--- src/rtl/psd_pkg.sv ---
// ----------------------------------------------------------------------------
// psd_pkg - shared types and constants for the point to segment distance unit
// Coordinate and intermediate widths, region codes and payload structs.
// ----------------------------------------------------------------------------
package psd_pkg;

   // coordinate format: signed, COORD_WIDTH bits
   localparam int COORD_WIDTH     = 32;
   localparam int DIFF_WIDTH      = COORD_WIDTH + 1;
   localparam int PROD_WIDTH      = 2 * DIFF_WIDTH;
   localparam int SUM_WIDTH       = PROD_WIDTH + 1;
   localparam int TARGET_WIDTH    = 2 * SUM_WIDTH;
   localparam int DIST_WIDTH      = COORD_WIDTH + 1;
   localparam int ROOT_WIDTH      = TARGET_WIDTH + 2;
   localparam int STEP_WIDTH      = $clog2(DIST_WIDTH);
   // split of |cross| for squaring in three partial products
   localparam int SPLIT_LO        = (SUM_WIDTH + 1) / 2;
   localparam int SPLIT_HI        = SUM_WIDTH - SPLIT_LO;
   // front to back queue
   localparam int QUEUE_DEPTH     = 8;
   localparam int QUEUE_PTR_WIDTH = $clog2(QUEUE_DEPTH);
   localparam int QUEUE_CNT_WIDTH = QUEUE_PTR_WIDTH + 1;

   typedef enum logic [1:0] {
      REGION_BEYOND_B   = 2'd0,
      REGION_BEFORE_A   = 2'd1,
      REGION_INTERIOR   = 2'd2,
      REGION_DEGENERATE = 2'd3
   } region_type;

   typedef struct packed {
      logic signed [COORD_WIDTH-1:0] seg_start_x;
      logic signed [COORD_WIDTH-1:0] seg_start_y;
      logic signed [COORD_WIDTH-1:0] seg_end_x;
      logic signed [COORD_WIDTH-1:0] seg_end_y;
      logic signed [COORD_WIDTH-1:0] point_x;
      logic signed [COORD_WIDTH-1:0] point_y;
   } req_type;

   typedef struct packed {
      logic [DIST_WIDTH-1:0] distance;
      logic [1:0]            nearest_region;
   } rsp_type;

   // one classified job: largest q with q*q*scale <= target
   typedef struct packed {
      logic [TARGET_WIDTH-1:0] target;
      logic [SUM_WIDTH-1:0]    scale;
      region_type              region;
   } job_type;

   // queue handshake toward the back end
   typedef struct packed {
      logic valid;
      logic pop;
   } job_ctl_type;

endpackage

--- src/rtl/psd_fifo.sv ---
// ----------------------------------------------------------------------------
// psd_fifo - job queue between front and back
// Small register queue; read data is the head entry.
// ----------------------------------------------------------------------------
module psd_fifo
   import psd_pkg::*;
(
   input  logic        clock,
   input  logic        reset,
   input  logic        push,
   input  job_type     push_job,
   input  logic        pop,
   output job_ctl_type status,
   output job_type     head_job
);

   job_type                    entry_ff [QUEUE_DEPTH];
   logic [QUEUE_PTR_WIDTH-1:0] wr_ptr_ff, rd_ptr_ff;
   logic [QUEUE_CNT_WIDTH-1:0] count_ff;

   // pointers and fill count
   always_ff @(posedge clock) begin
      if (reset) begin
         wr_ptr_ff <= '0;
         rd_ptr_ff <= '0;
         count_ff  <= '0;
      end else begin
         if (push) wr_ptr_ff <= wr_ptr_ff + 1'b1;
         if (pop)  rd_ptr_ff <= rd_ptr_ff + 1'b1;
         count_ff <= count_ff + QUEUE_CNT_WIDTH'(push) - QUEUE_CNT_WIDTH'(pop);
      end
   end

   // storage
   always_ff @(posedge clock) begin
      if (push) entry_ff[wr_ptr_ff] <= push_job;
   end

   assign head_job     = entry_ff[rd_ptr_ff];
   assign status.valid = (count_ff != '0);
   assign status.pop   = pop;

`ifndef ASSERT_OFF
   a_no_overflow: assert property (@(posedge clock) disable iff (reset)
      push && !pop |-> count_ff < QUEUE_CNT_WIDTH'(QUEUE_DEPTH))
      else $error("job queue overflow");
   a_no_underflow: assert property (@(posedge clock) disable iff (reset)
      pop |-> count_ff != '0)
      else $error("job queue read while empty");
`endif

endmodule

--- config.mk ---
export PLATFORM = sky130hd
export DESIGN_NAME = psd_fifo
export DESIGN_NICKNAME = d
export VERILOG_FILES = /design/src/rtl/psd_pkg.sv /design/src/rtl/psd_fifo.sv
export SDC_FILE = /design/constraint.sdc
export NUM_CORES = 1
export LEC_CHECK = 0
export ABC_AREA = 0
export BUFFER_PORTS_ARGS = -buffer_cell sky130_fd_sc_hd__buf_4
export CORE_MARGIN = 3
export CORE_UTILIZATION = 54
export CTS_CLUSTER_DIAMETER = 30
export DETAILED_ROUTE_END_ITERATION = 16
export PLACE_DENSITY = 0.79
export SKIP_LAST_GASP = 1
export SYNTH_ARGS = -nofsm -noshare
export SYNTH_HDL_FRONTEND = slang
export SYNTH_SLANG_ARGS = --single-unit
export TNS_END_PERCENT = 50
--- constraint.sdc ---
create_clock -name clock -period 14.8 [get_ports clock]
set_input_delay 0.74 -clock clock [delete_from_list [all_inputs] [get_ports clock]]
set_output_delay 0.74 -clock clock [all_outputs]
set_load 0.1 [all_outputs]
After elaboration in Yosys (flattened, before gate mapping)
Memories as Yosys holds them, arrays and structs flattened. A register that Yosys moved wholly into a read port is not among the register bits.
Cells that the tools add are included.
{"block": "classes", "n_reduce_logical": 1, "n_mux": 4, "addsub": 4}
{"cell": "3-bit by 1-bit adder with 3-bit output (second input constant)", "count": 2}
{"cell": "3-bit two-way mux", "count": 2}
{"cell": "4-bit by 1-bit adder with 4-bit output", "count": 1}
{"cell": "4-bit nonzero test", "count": 1}
{"cell": "4-bit by 1-bit subtractor with 4-bit output", "count": 1}
{"cell": "1-bit two-way mux", "count": 2}
{"block": "word_totals", "in_bits": 207, "ramBits": 1624, "wordCells": 13, "regBits": 10, "n_memories": 1}
{"memory": "entry_ff", "words": 8, "width": 203, "rd": 1, "rd_ports_with_merged_regs": 1, "wr": 1, "line_no": "psd_fifo.sv:17", "rtl": "job_type entry_ff [QUEUE_DEPTH];"}

Longest topological paths before layout
{"block": "depth", "word_depth": 3, "mapped_depth": 8}

Least setup slack after synthesis
No wires, ideal clock.
{"block": "synth_timing", "path_kind": "input to register", "startpoint": "input push", "endpoint": "memory entry_ff[0][0] (netlist name), enable pin", "path_buffers": 0, "arrival_time_ns": 14.500, "required_ns": 13.785, "path_slack_ns": -0.715, "cell_stages": 2, "cell_sequence": "nand2b_1 -> nor3_1"}
{"block": "synth_between", "elab_chain_len": 2}
{"item": "start, declared", "line_no": "psd_fifo.sv:10", "rtl": "input logic push,"}
{"item": "1-bit two-way mux", "line_no": "psd_fifo.sv:36", "rtl": "if (push) entry_ff[wr_ptr_ff] <= push_job;"}
{"item": "1-bit two-way mux (implied by the code)", "line_no": "psd_fifo.sv:36"}
{"item": "end, declared", "line_no": "psd_fifo.sv:17"}
No other way between the ends.

==> metrics.txt <==
status complete, no violations; Clock power frac 48.9%; area grow syn2layout 23.33%; Post-CTS Setup Inserts 0; fmax 0.1561 GHz; Vias 28699; combinational group share of total power 11.4%; clock insertion delay at the later pin of the skew report 0.89 ns; vias in the first global route 30966; Non-Filler Instances 4786; min cycle time layout 6.407 ns; Final Cycle Share 43.29%; die height 343.6 µm; max incr delay on CP 0.95 ns; share of the synthesized area in the top cell type 79.24%; Pwr per Cell Area 175.4 mW/mm²; Mapped Avg Cell Area 25.48 µm²; # port buffers 411; die area 0.1181 mm²; Sequential Power Share 39.7%; crit path kind flop to output pin; Post-synth top cells edfxtp_1, mux4_2, mux2_2; dpl hpwl 68750 µm; Fin Hold WS 0.09165 ns; max_slew headroom 23.20%; slowest CP cell dfxtp_4; initial antenna violation count 27; drt wl/cell 29.07 µm; top-count cell post-synth edfxtp_1; Post-synth EDFFs 1624; min-delay worst type primary input to flop; # rows 123; final setup slack of the worst path 8.393 ns; Buf/Inv on CP 4; Detailed Routing Iterations Pass 1 5; Placed Cells 4254; Nets 3263; Max FO, Critical Path 72; WP data required 14.06 ns; vias per inst 5.996; Max Cap Viol 0; asr flop ratio synth 0%; synthesized cell area 0.06154 mm²; Sink Count 1637; core footprint 0.1128 mm²; leading area contributor after synthesis edfxtp_1; CP Data Arrival Time 5.67 ns; root buf cell clkbuf_16; Post-Syn Instances 2415; Hold Buf Count CTS 0; Final Hold Viols 0; #FFs+latches synth 1637; CTS max path bufs 4; # resized after CTS 0; Syn Nets 2630; Sw Ratio 25.21%; Starting Density 54.56%; post-synth cell types 23; register area share after synthesis 79.66%; startpoint types flop; pre-CTS setup slack 9.220 ns; routed wire length 139100 µm; count of final setup violators 0; Worst Max-Slew Pin Slew 1.149 ns; endpoint type of the worst setup path output pin; share of cells above drive strength 1 46.80%; die extent in x 343.6 µm; Top delay family on crit path buffers and inverters; Main synth FF type edfxtp_1; # IOs 412; largest net degree at the start of global routing 144; VDD IR-drop max 0.1449 mV; initial drt markers 2987; post-route ant nets 0; internal power 9.957 mW; first-pass GRT wire length 204200 µm; Worst Clk Skew 0.05975 ns; Final Wtd Congestion 0.7072; CTS Buf Count 292; P_leak 24.79 nW; Max Slew Vio Count 0; Residual DRC 0; GRT Util Overall 23.79%; grt total ovfl 0; largest cells by area after synthesis edfxtp_1, mux4_2, mux2_2, buf_6, dfxtp_1; total power 13.31 mW; CTS tree built; post-layout util 67.28%; H-tree depth 5; cell mode on critical path buf_4; Ys Warns 0; Switching Power 3.356 mW; CTS clk-pin slew, worst paths 0.05 ns; RSZ-0062 raised after global routing false; crit path cell chain buf_4, buf_4, buf_4, mux4_2, mux2_2, buf_4
-- flip-flops by register name, summed over array words and instances (netlist names), named ones only --
signal     flops
wr_ptr_ff      3
count_ff       4
rd_ptr_ff      3
entry_ff    1624
-- final timing paths --
check	from	end	slack (ns)	depth (start not counted)
max	flop	head_job[127]	8.39	6
min	push_job[132]	entry_ff[2][132]	0.09	1
max reg2reg	wr_ptr_ff[0]	entry_ff[3][128]	10.98	5
min reg2reg	rd_ptr_ff[1]	flop	0.55	2
-- power groups by stage --
| stage | sequential (mW) | combinational [mW] | clock [mW] |
|---|---|---|---|
| floorplan | 5.37 | 1.15 | 0 |
| global placement | 5.35 | 1.48 | 0 |
| detailed placement | 5.37 | 1.51 | 0 |
| CTS | 5.28 | 1.53 | 6.59 |
| global route | 5.29 | 1.58 | 6.81 |
| finish | 5.28 | 1.52 | 6.51 |
-- final cells by class --
cell class | instances | area [µm²]
Fill cell | 6432 | 36910
Sequential cell | 1637 | 49040
Timing Repair Buffer | 454 | 3471
Antenna cell | 19 | 47.55
Multi-Input combinational cell | 656 | 11810
Inverter | 7 | 26.28
Tap cell | 1500 | 1877
Clock inverter | 189 | 2100
Clock buffer | 324 | 7533
-- cells by family (layout without fill, tap and decap cells) --
logic type | after synthesis | in the layout | synth area share [%]
buf+inv | 122 | 974 | 1.252
xor+xnor | 5 | 5 | 0.07117
flops | 1637 | 1637 | 79.66
mux | 611 | 611 | 18.60
other cells | 0 | 19 | 0
simple gates | 29 | 29 | 0.2053
compound gates | 3 | 3 | 0.03050
fa+ha+maj | 8 | 8 | 0.1748
-- cells in the final DEF, fill, tap and decap left out, types with 3 or more instances in the layout --
cell type / count
nand2b_1: 4
edfxtp_1: 1624
clkbuf_1: 27
dfxtp_4: 3
clkinv_2: 42
buf_12: 5
nor2_4: 6
xor2_1: 3
mux4_2: 406
buf_4: 449
diode_2: 19
clkbuf_16: 297
mux2_2: 203
dfxtp_1: 10
inv_1: 7
inv_8: 4
nand2_1: 4
ha_1: 7
clkinv_1: 32
clkinvlp_4: 15
nor2_1: 10
inv_6: 32
clkinv_4: 26
bufinv_16: 35
-- routing by layer --
layer	wire length (µm)	track usage [%]	up-vias	share of wire (%)
met5	103	0	-	0.074
met4	4199	9.300	16	3.0
met3	12760	7.008	293	9.2
met2	72060	39.20	1419	52
met1	50020	30.07	15178	36
li1	-	-	11793	-
-- stage by stage --
| stage | area [µm²] | setup TNS [ns] |
|---|---|---|
| after floorplan | 61550 | -143.93 |
| after global placement | 66220 | 0 |
| after detailed placement | 66220 | 0 |
| after CTS | 75850 | 0 |
| after global routing | 75880 | 0 |
| final | 75900 | 0 |
Power figures use the tool's default switching activity.
