$ cat config.mk
export PLATFORM = sky130hd
export DESIGN_NAME = psd_root
export DESIGN_NICKNAME = d
export VERILOG_FILES = /design/src/rtl/psd_pkg.sv /design/src/rtl/psd_root.sv
export SDC_FILE = /design/constraint.sdc
export NUM_CORES = 2
export LEC_CHECK = 0
export BUFFER_PORTS_ARGS = -buffer_cell sky130_fd_sc_hd__buf_2
export CAP_MARGIN = 10
export CORE_MARGIN = 2
export CORE_UTILIZATION = 55
export CTS_BUF_LIST = sky130_fd_sc_hd__clkbuf_4 sky130_fd_sc_hd__clkbuf_8
export CTS_CLUSTER_SIZE = 25
export DETAILED_ROUTE_END_ITERATION = 10
export PLACE_DENSITY_LB_ADDON = 0.08
export RECOVER_POWER = 50
export SYNTH_ARGS = -nofsm -noshare
export SYNTH_HDL_FRONTEND = slang
export SYNTH_SLANG_ARGS = --single-unit
$ cat constraint.sdc
create_clock -name clock -period 12 [get_ports clock]
set_input_delay 0.6 -clock clock [delete_from_list [all_inputs] [get_ports clock]]
set_output_delay 0.6 -clock clock [all_outputs]
set_load 0.1 [all_outputs]
$ cat src/rtl/psd_pkg.sv
// ----------------------------------------------------------------------------
// psd_pkg - shared types and constants for the point to segment distance unit
// Coordinate and intermediate widths, region codes and payload structs.
// ----------------------------------------------------------------------------
package psd_pkg;

   // coordinate format: signed, COORD_WIDTH bits
   localparam int COORD_WIDTH     = 32;
   localparam int DIFF_WIDTH      = COORD_WIDTH + 1;
   localparam int PROD_WIDTH      = 2 * DIFF_WIDTH;
   localparam int SUM_WIDTH       = PROD_WIDTH + 1;
   localparam int TARGET_WIDTH    = 2 * SUM_WIDTH;
   localparam int DIST_WIDTH      = COORD_WIDTH + 1;
   localparam int ROOT_WIDTH      = TARGET_WIDTH + 2;
   localparam int STEP_WIDTH      = $clog2(DIST_WIDTH);
   // split of |cross| for squaring in three partial products
   localparam int SPLIT_LO        = (SUM_WIDTH + 1) / 2;
   localparam int SPLIT_HI        = SUM_WIDTH - SPLIT_LO;
   // front to back queue
   localparam int QUEUE_DEPTH     = 8;
   localparam int QUEUE_PTR_WIDTH = $clog2(QUEUE_DEPTH);
   localparam int QUEUE_CNT_WIDTH = QUEUE_PTR_WIDTH + 1;

   typedef enum logic [1:0] {
      REGION_BEYOND_B   = 2'd0,
      REGION_BEFORE_A   = 2'd1,
      REGION_INTERIOR   = 2'd2,
      REGION_DEGENERATE = 2'd3
   } region_type;

   typedef struct packed {
      logic signed [COORD_WIDTH-1:0] seg_start_x;
      logic signed [COORD_WIDTH-1:0] seg_start_y;
      logic signed [COORD_WIDTH-1:0] seg_end_x;
      logic signed [COORD_WIDTH-1:0] seg_end_y;
      logic signed [COORD_WIDTH-1:0] point_x;
      logic signed [COORD_WIDTH-1:0] point_y;
   } req_type;

   typedef struct packed {
      logic [DIST_WIDTH-1:0] distance;
      logic [1:0]            nearest_region;
   } rsp_type;

   // one classified job: largest q with q*q*scale <= target
   typedef struct packed {
      logic [TARGET_WIDTH-1:0] target;
      logic [SUM_WIDTH-1:0]    scale;
      region_type              region;
   } job_type;

   // queue handshake toward the back end
   typedef struct packed {
      logic valid;
      logic pop;
   } job_ctl_type;

endpackage

$ cat src/rtl/psd_root.sv
// ----------------------------------------------------------------------------
// psd_root - bit-serial scaled square root
// Finds the largest q with q*q*scale <= target, one result bit per cycle.
// ----------------------------------------------------------------------------
module psd_root
   import psd_pkg::*;
(
   input  logic        clock,
   input  logic        reset,
   input  job_ctl_type queue_status,
   input  job_type     head_job,
   output logic        pop,
   output logic        rsp_strobe,
   output rsp_type     rsp_payload
);

   typedef enum logic [1:0] {
      ST_IDLE = 2'b01,
      ST_RUN  = 2'b10
   } state_type;

   state_type             state_ff, state_in;
   logic [ROOT_WIDTH-1:0] rem_ff, rem_in, e_ff, e_in, d_ff, d_in, delta;
   logic [DIST_WIDTH-1:0] q_ff, q_in;
   logic [STEP_WIDTH-1:0] step_ff, step_in;
   region_type            region_ff, region_in;
   logic                  strobe_ff, strobe_in;
   rsp_type               rsp_ff, rsp_in;
   logic                  take;

   // trial: cost of setting the current bit is e + d
   assign delta = e_ff + d_ff;
   assign take  = (delta <= rem_ff);

   always_comb begin
      state_in  = state_ff;
      rem_in    = rem_ff;
      e_in      = e_ff;
      d_in      = d_ff;
      q_in      = q_ff;
      step_in   = step_ff;
      region_in = region_ff;
      strobe_in = 1'b0;
      rsp_in    = rsp_ff;
      pop       = 1'b0;
      unique case (state_ff)
         ST_IDLE: begin
            if (queue_status.valid) begin
               pop       = 1'b1;
               rem_in    = ROOT_WIDTH'(head_job.target);
               d_in      = ROOT_WIDTH'(head_job.scale) << (2 * (DIST_WIDTH - 1));
               e_in      = '0;
               q_in      = '0;
               step_in   = STEP_WIDTH'(DIST_WIDTH - 1);
               region_in = head_job.region;
               state_in  = ST_RUN;
            end
         end
         ST_RUN: begin
            d_in    = d_ff >> 2;
            step_in = step_ff - 1'b1;
            if (take) begin
               rem_in = rem_ff - delta;
               e_in   = (e_ff >> 1) + d_ff;
               q_in   = q_ff | (DIST_WIDTH'(1) << step_ff);
            end else begin
               e_in   = e_ff >> 1;
            end
            if (step_ff == '0) begin
               strobe_in                 = 1'b1;
               rsp_in.distance           = q_in;
               rsp_in.nearest_region     = region_ff;
               state_in                  = ST_IDLE;
            end
         end
         default: begin
            state_in = ST_IDLE;
         end
      endcase
   end

   // control
   always_ff @(posedge clock) begin
      if (reset) begin
         state_ff  <= ST_IDLE;
         strobe_ff <= 1'b0;
      end else begin
         state_ff  <= state_in;
         strobe_ff <= strobe_in;
      end
   end

   // datapath
   always_ff @(posedge clock) begin
      rem_ff    <= rem_in;
      e_ff      <= e_in;
      d_ff      <= d_in;
      q_ff      <= q_in;
      step_ff   <= step_in;
      region_ff <= region_in;
      rsp_ff    <= rsp_in;
   end

   assign rsp_strobe  = strobe_ff;
   assign rsp_payload = rsp_ff;

`ifndef ASSERT_OFF
   a_rsp_after_run: assert property (@(posedge clock) disable iff (reset)
      strobe_ff |-> $past(state_ff == ST_RUN))
      else $error("result strobe without a finished root");
`endif

endmodule

=== After elaboration in Yosys (flattened, before gate mapping) ===
Cells that the tools add are included.

* Add/sub/neg operators: 4
* Magnitude comparators: 1
* Eq/ne operators: 5
* Shift operators: 1
* Multiplexer cells: 19
* Bitwise logic cells: 2
* Reduce and logical (&&, ||, !) cells: 8

{| class="wikitable"
|+ Operator list
! kind !! count
|-
| $pmux W136 S2 || 3
|-
| $mux W136 || 5
|-
| $add A135 B136 Y136 || 1
|-
| $add A136 B136 Y136 || 1
|-
| $le A136 B136 Y1 || 1
|-
| $sub A136 B136 Y136 || 1
|-
| $mux W33 || 2
|-
| $pmux W33 S2 || 1
|-
| $or A33 B33 Y33 || 1
|-
| $shl A1 B6 Y33 const A || 1
|-
| $pmux W6 S2 || 1
|-
| $reduce_and A2 Y1 || 4
|-
| $logic_not A6 Y1 || 1
|-
| $mux W6 || 1
|-
| $ne A2 B2 Y1 const B || 3
|-
| $sub A6 B1 Y6 const B || 1
|-
| $mux W2 || 2
|-
| $pmux W2 S2 || 1
|-
| $mux W1 || 3
|-
| $reduce_and A3 Y1 || 1
|-
| $eq A2 B1 Y1 const B || 1
|-
| $eq A2 B2 Y1 const B || 1
|-
| $reduce_bool A2 Y1 || 1
|-
| $reduce_or A2 Y1 || 1
|-
| $not A1 Y1 || 1
|}

* Register bits: 487
* Input bits: 207
* Word-level logic and storage cells: 50

=== Longest topological paths before layout ===
* Depth after elaboration: 4
* Gate-level depth with buffers: 33
* Gate-level depth less buffers: 30

=== Least setup slack after synthesis ===
OpenSTA, ideal clock, no wires.

* Path type: flip-flop to flip-flop
* From: register e_ff[1]
* To: register rem_ff[0], enable pin
* Library setup time: 0.500 ns
* Arrival time: 8.678 ns
* Slack: 2.822 ns
* Stages on the path, launching flop included: 29
* Period minus slack after synthesis: 9.178 ns
* Cells stage by stage: edfxtp_1 -> ha_1 -> a211oi_1 -> o211ai_1 -> and2_1 -> a221oi_2 -> o31ai_1 -> a311oi_1 -> o31a_1 -> or3_1 -> nand2_1 -> nand2b_1 -> nand2_1 -> a21boi_0 -> xnor2_1 -> ha_1 -> clkbuf_1 -> nand2_1 -> o21ai_0 -> a211oi_1 -> o311ai_2 -> o21ai_2 -> o311a_1 -> or3_1 -> and3b_4 -> a21oi_4 -> nand2_1 -> clkbuf_1 -> nand2_1

* Cells in the longest elaborated chain, start to end: 4

{| class="wikitable"
|+ RTL lines
! element !! line !! source
|-
| start: declaration || psd_root.sv:23 || <nowiki>logic [ROOT_WIDTH-1:0] rem_ff, rem_in, e_ff, e_in, d_ff, d_in, delta;</nowiki>
|-
| start signal: assignment || psd_root.sv:96 || <nowiki>e_ff <= e_in;</nowiki>
|-
| $add A136 B136 Y136 || psd_root.sv:32 || <nowiki>assign delta = e_ff + d_ff;</nowiki>
|-
| $le A136 B136 Y1 || psd_root.sv:33 || <nowiki>assign take = (delta <= rem_ff);</nowiki>
|-
| $ne A2 B2 Y1 (no line) || -- ||
|-
| $reduce_and A3 Y1 (no line) || -- ||
|-
| end signal: assignment || psd_root.sv:95 || <nowiki>rem_ff <= rem_in;</nowiki>
|-
| end: declaration || psd_root.sv:23 ||
|}

Every way passes these cells.
A chain may end at the register's enable or synchronous reset.

=== Worst setup path in the final report ===
* From: register e_ff[1]
* To: register e_ff[99], data pin

* Cells in the longest elaborated chain, start to end: 4
* Elaborated cells between the ends (all ways): 5

{| class="wikitable"
|+ RTL lines
! element !! line !! source
|-
| $add A136 B136 Y136 || psd_root.sv:32 ||
|-
| $le A136 B136 Y1 || psd_root.sv:33 ||
|-
| $mux W136 * || psd_root.sv:62 || <nowiki>if (take) begin</nowiki>
|-
| $pmux W136 S2 * || psd_root.sv:46 || <nowiki>unique case (state_ff)</nowiki>
|}

Every way passes the cells marked *; elsewhere a longest branch is shown, timed or not.

==> run summary <==
The first detailed-routing pass took 6 iterations. The internal reg-to-reg setup slack is 2.08 ns. The total die area came out at 85,200 um^2. The number of different library cells in the post-synthesis netlist is 91.

In this run the most critical hold path is launched from head_job[27]. The share of flip-flops with an asynchronous set or reset after synthesis came out at 0%. The sum of overflow across all layers after global routing came out at 0. Setup violations remaining at the end of the flow were counted as 0. The synthesis-to-layout area growth came out at 7.75%.

The share of the Yosys chip area taken by registers is 31.7%. The global-route wire length before repair came out at 236 mm. The maximum clock rate came out at a little over 100 MHz. The worst register-to-register path ends at e_ff[99]. The row count is 105. The HPWL after detailed placement is 123 mm. The path depth of the worst reg2reg path came out at 27. The number of buffers inserted during clock tree synthesis is 89. Setup repair after global routing left no endpoint under its margin.

The pre-CTS setup slack came out at roughly 2.3 ns. The number of nets in the final layout is 6,369. The routability congestion estimate from global placement is roughly 1.0.

The library cell used most frequently in the layout, excluding fill and tap cells, is nand2_1. The final setup slack of the worst path came out at 2.08 ns. The height of the die is 292 um.

The detail-routed via count per cell came out at 6.49. The width of the die came out at 292 um. The slew of the pin with the lowest slew margin is 3.76 ns.

Cell internal power was estimated by the tool at 0.00428 W. The static leakage is roughly 20 nW. The final reports fail on capacitance limit, slew limit. The power density over the cells is 157 nW/um^2.

Entering global routing, the biggest net connects 127 pins. The sequential group share of total power came out at 27.8%. The total number of vias is 44,800. The worst setup path is of the register to register kind. After clock tree synthesis, the clock-pin slew on the worst setup and hold paths is ~0.060 ns. The post-detailed-route count of antenna-violating nets is 0. The tool flagged a number of max-cap violations equal to 13.

Of the total power, the share spent switching nets is 44.6%. The headroom to the max-slew limit is -151%. The clock tree skew after final layout is 0.0480 ns.

The initial antenna violation count came out at 4. The arrival time at the worst endpoint came out at between 10 and 15 ns. The startpoint identified for the worst register-to-register timing path is e_ff[1].

The average detailed-routed wire length per instance is 22.5 um. The post-synthesis cell type with the largest combined area is edfxtp_1. The final hold violation count is 0. The gate count after technology mapping came out at between 5,000 and 6,000.

The core occupancy in the finished layout came out at 59.8%. The total number of yosys warnings came out at 0. The number of remaining DRC errors came out at 0. Of the cells placed in the final design, the portion with a size suffix greater than 1 is 7.00%. In the synthesized netlist the dominant register cell turns out to be edfxtp_1.

For the worst setup path, the data required time is 12.52 ns. The final wirelength came out at 156 mm. The cell count of the worst hold path is 3.

The switching power is 0.00344 W. The synthesized design contains 479 enable-type register cells. After routing, the total negative slack on setup checks comes to 0 ns.

During placement, the flow inserted port buffers numbering between 200 and 250. Overall power consumption after layout is estimated at 0.00771 W. around 240 I/O pins were placed. The total nets after synthesis came out at 6,302.

The average cell area after synthesis came out at 8.01 um^2. Global routing used ~36% of the available tracks. The clock insertion delay at the later pin of the skew report is between 0.7 and 0.8 ns. The final critical path takes up 82.7% of the cycle. The number of DRC violations after detailed-routing iteration 0 is 5,363. The type of the worst min-delay path is input port to register. The clock period minus final worst setup slack is 9.92 ns.

STA classifies the critical path endpoint as a register. By area the synthesized netlist is led by edfxtp_1, ha_1, a21oi_1, nand2_1, o21ai_0. The count of pins over their slew limit is 872. The flow ran to the end, but the final reports show violations. The deepest clock path buffer count is 3. The clock tree from TritonCTS is done. The cell sitting at the root of the clock tree is a clkbuf_8. The clock group share of total power came out at 22.1%. The placeable core area is slightly above 80,000 um^2. The element type at the critical path start is a register. In this run the biggest area consumer among cell types represents 31.6% of the synthesized area.

The top cell types in the final layout, fill and taps aside, are nand2_1, a21oi_1, edfxtp_1, o21ai_0, ha_1. In this run the cell area measured after placement is 47,300 um^2. For hold timing, the worst endpoint is d_ff[89]. The portion of total power attributed to combinational logic is 50.0%. The starting density of the core is around 55%. The synthesized cell area came out at between 40,000 and 50,000 um^2.

The number of clock sinks is 482. The via count of the first global-routing pass is 40,200. Across the VDD grid, the largest voltage drop is 133 uV. The number of H-tree levels is 3.

The number of flip-flops and latches in the synthesized netlist is 482. The finished layout cell area is 49,100 um^2. In this run the worst path has a maximum fanout of around 130.
-- metrics by stage --
stage               std cells  hold WS, ns
global placement         6732        0.401
CTS                      6897       0.0230
floorplan                5689        0.400
detailed placement       6732        0.409
finish                   6902       0.0866
global route             6902       0.0616
-- layer usage --
layer	wire (um)	part of all wire [%]	up-vias	global-route usage [%]
met4	4000	2.6	0	9.42
met3	17900	11	223	6.97
met5	0	0	-	0
met2	59800	38	2388	47.6
li1	-	-	21000	-
met1	74000	48	21200	56.9
-- synthesized netlist by cell type (all sizes together) (10+ instances only) --
master / instances
or2: 15
inv: 150
and2: 124
a211oi: 26
a21o: 237
a221oi: 20
a31oi: 54
nor2b: 22
o211ai: 21
xor2: 152
a21oi: 745
o21a: 42
ha: 403
nor3: 92
edfxtp: 479
xnor2: 238
and3: 31
a21boi: 36
nand2b: 29
nand4: 204
or4: 12
nor4: 27
o41ai: 11
and4: 11
o21ai: 484
o31ai: 33
o221ai: 10
nand2: 991
o21bai: 139
buf: 20
nand3: 57
nor2: 365
clkbuf: 281
or3: 17
-- critical path, stage by stage, from the launching register on --
cell and delay (ns):
edfxtp_1 0.44, ha_1 0.34, a211oi_1 0.35, o211ai_1 0.14, and2_1 0.21, a221oi_2 0.56
o31ai_1 0.27, a311oi_1 0.56, o31a_1 0.49, a2111oi_0 0.19, buf_4 0.19, o21ai_0 0.43
o31ai_1 0.25, nand3_1 0.13, nand2_1 0.07, xnor2_1 0.15, ha_1 0.46, nand4_1 0.33
nor4_1 1.06, and4_1 0.31, nand4_1 0.25, nor4_1 0.67, nor3_1 0.09, and3b_4 0.23
a21oi_4 0.16, buf_12 0.43, nor2_2 0.38, a32o_1 0.46
-- registers in the layout, indices dropped and copies added (netlist names) --
signal / count
q_ff: 33
rem_ff: 136
rsp_payload: 35
d_ff: 131
rsp_strobe: 1
step_ff: 6
e_ff: 136
state_ff: 2
region_ff: 2
-- final cells by class --
cell class	instances	area (um^2)
fill	7551	33000
tap	1070	1340
inverter	150	563
antenna	5	12.5
clock inverter	53	478
multi-input combinational	4756	29400
sequential	482	14400
clock buffer	109	1380
timing repair buffer	277	1470
-- what timing repair did --
item,4_1_cts,5_1_grt
buffers inserted,0,0
gates resized for setup,0,0
hold buffers,3,0
setup endpoints to repair,0,0
hold endpoints to repair,4,0
-- worst max path at each step --
stage,end,slack (ns),start,cells past startpoint
after floorplan,rem_ff[0],2.82,e_ff[1],28
after global placement,e_ff[118],2.38,e_ff[1],27
after detailed placement,e_ff[99],2.33,e_ff[1],27
after CTS,q_ff[31],2.33,e_ff[1],28
after global routing,d_ff[15],1.31,state_ff[0],4
final,e_ff[99],2.08,e_ff[1],27
-- logic make-up (layout without fill, tap and decap cells) --
logic type                 Yosys count  count (layout)  synth area share (%)
DFF                                482             482                  31.7
muxes                                3               3                0.0686
xor gates and xnor gates           390             390                  7.50
AOI/OAI and AO/OA                 1948            1948                  25.7
and+or+nand+nor                   2009            2009                  20.0
adders and majority gates          406             406                  11.2
other                                0               5                     0
buffers and inverters              451             589                  3.78
-- power groups by stage --
stage	combinational (W)	sequential (W)	clock (W)
global placement	0.00370	0.00216	0
finish	0.00386	0.00215	0.00171
detailed placement	0.00371	0.00216	0
global route	0.00419	0.00216	0.00179
floorplan	0.00272	0.00214	0
CTS	0.00374	0.00213	0.00174
(Power assumes the default switching activity.)
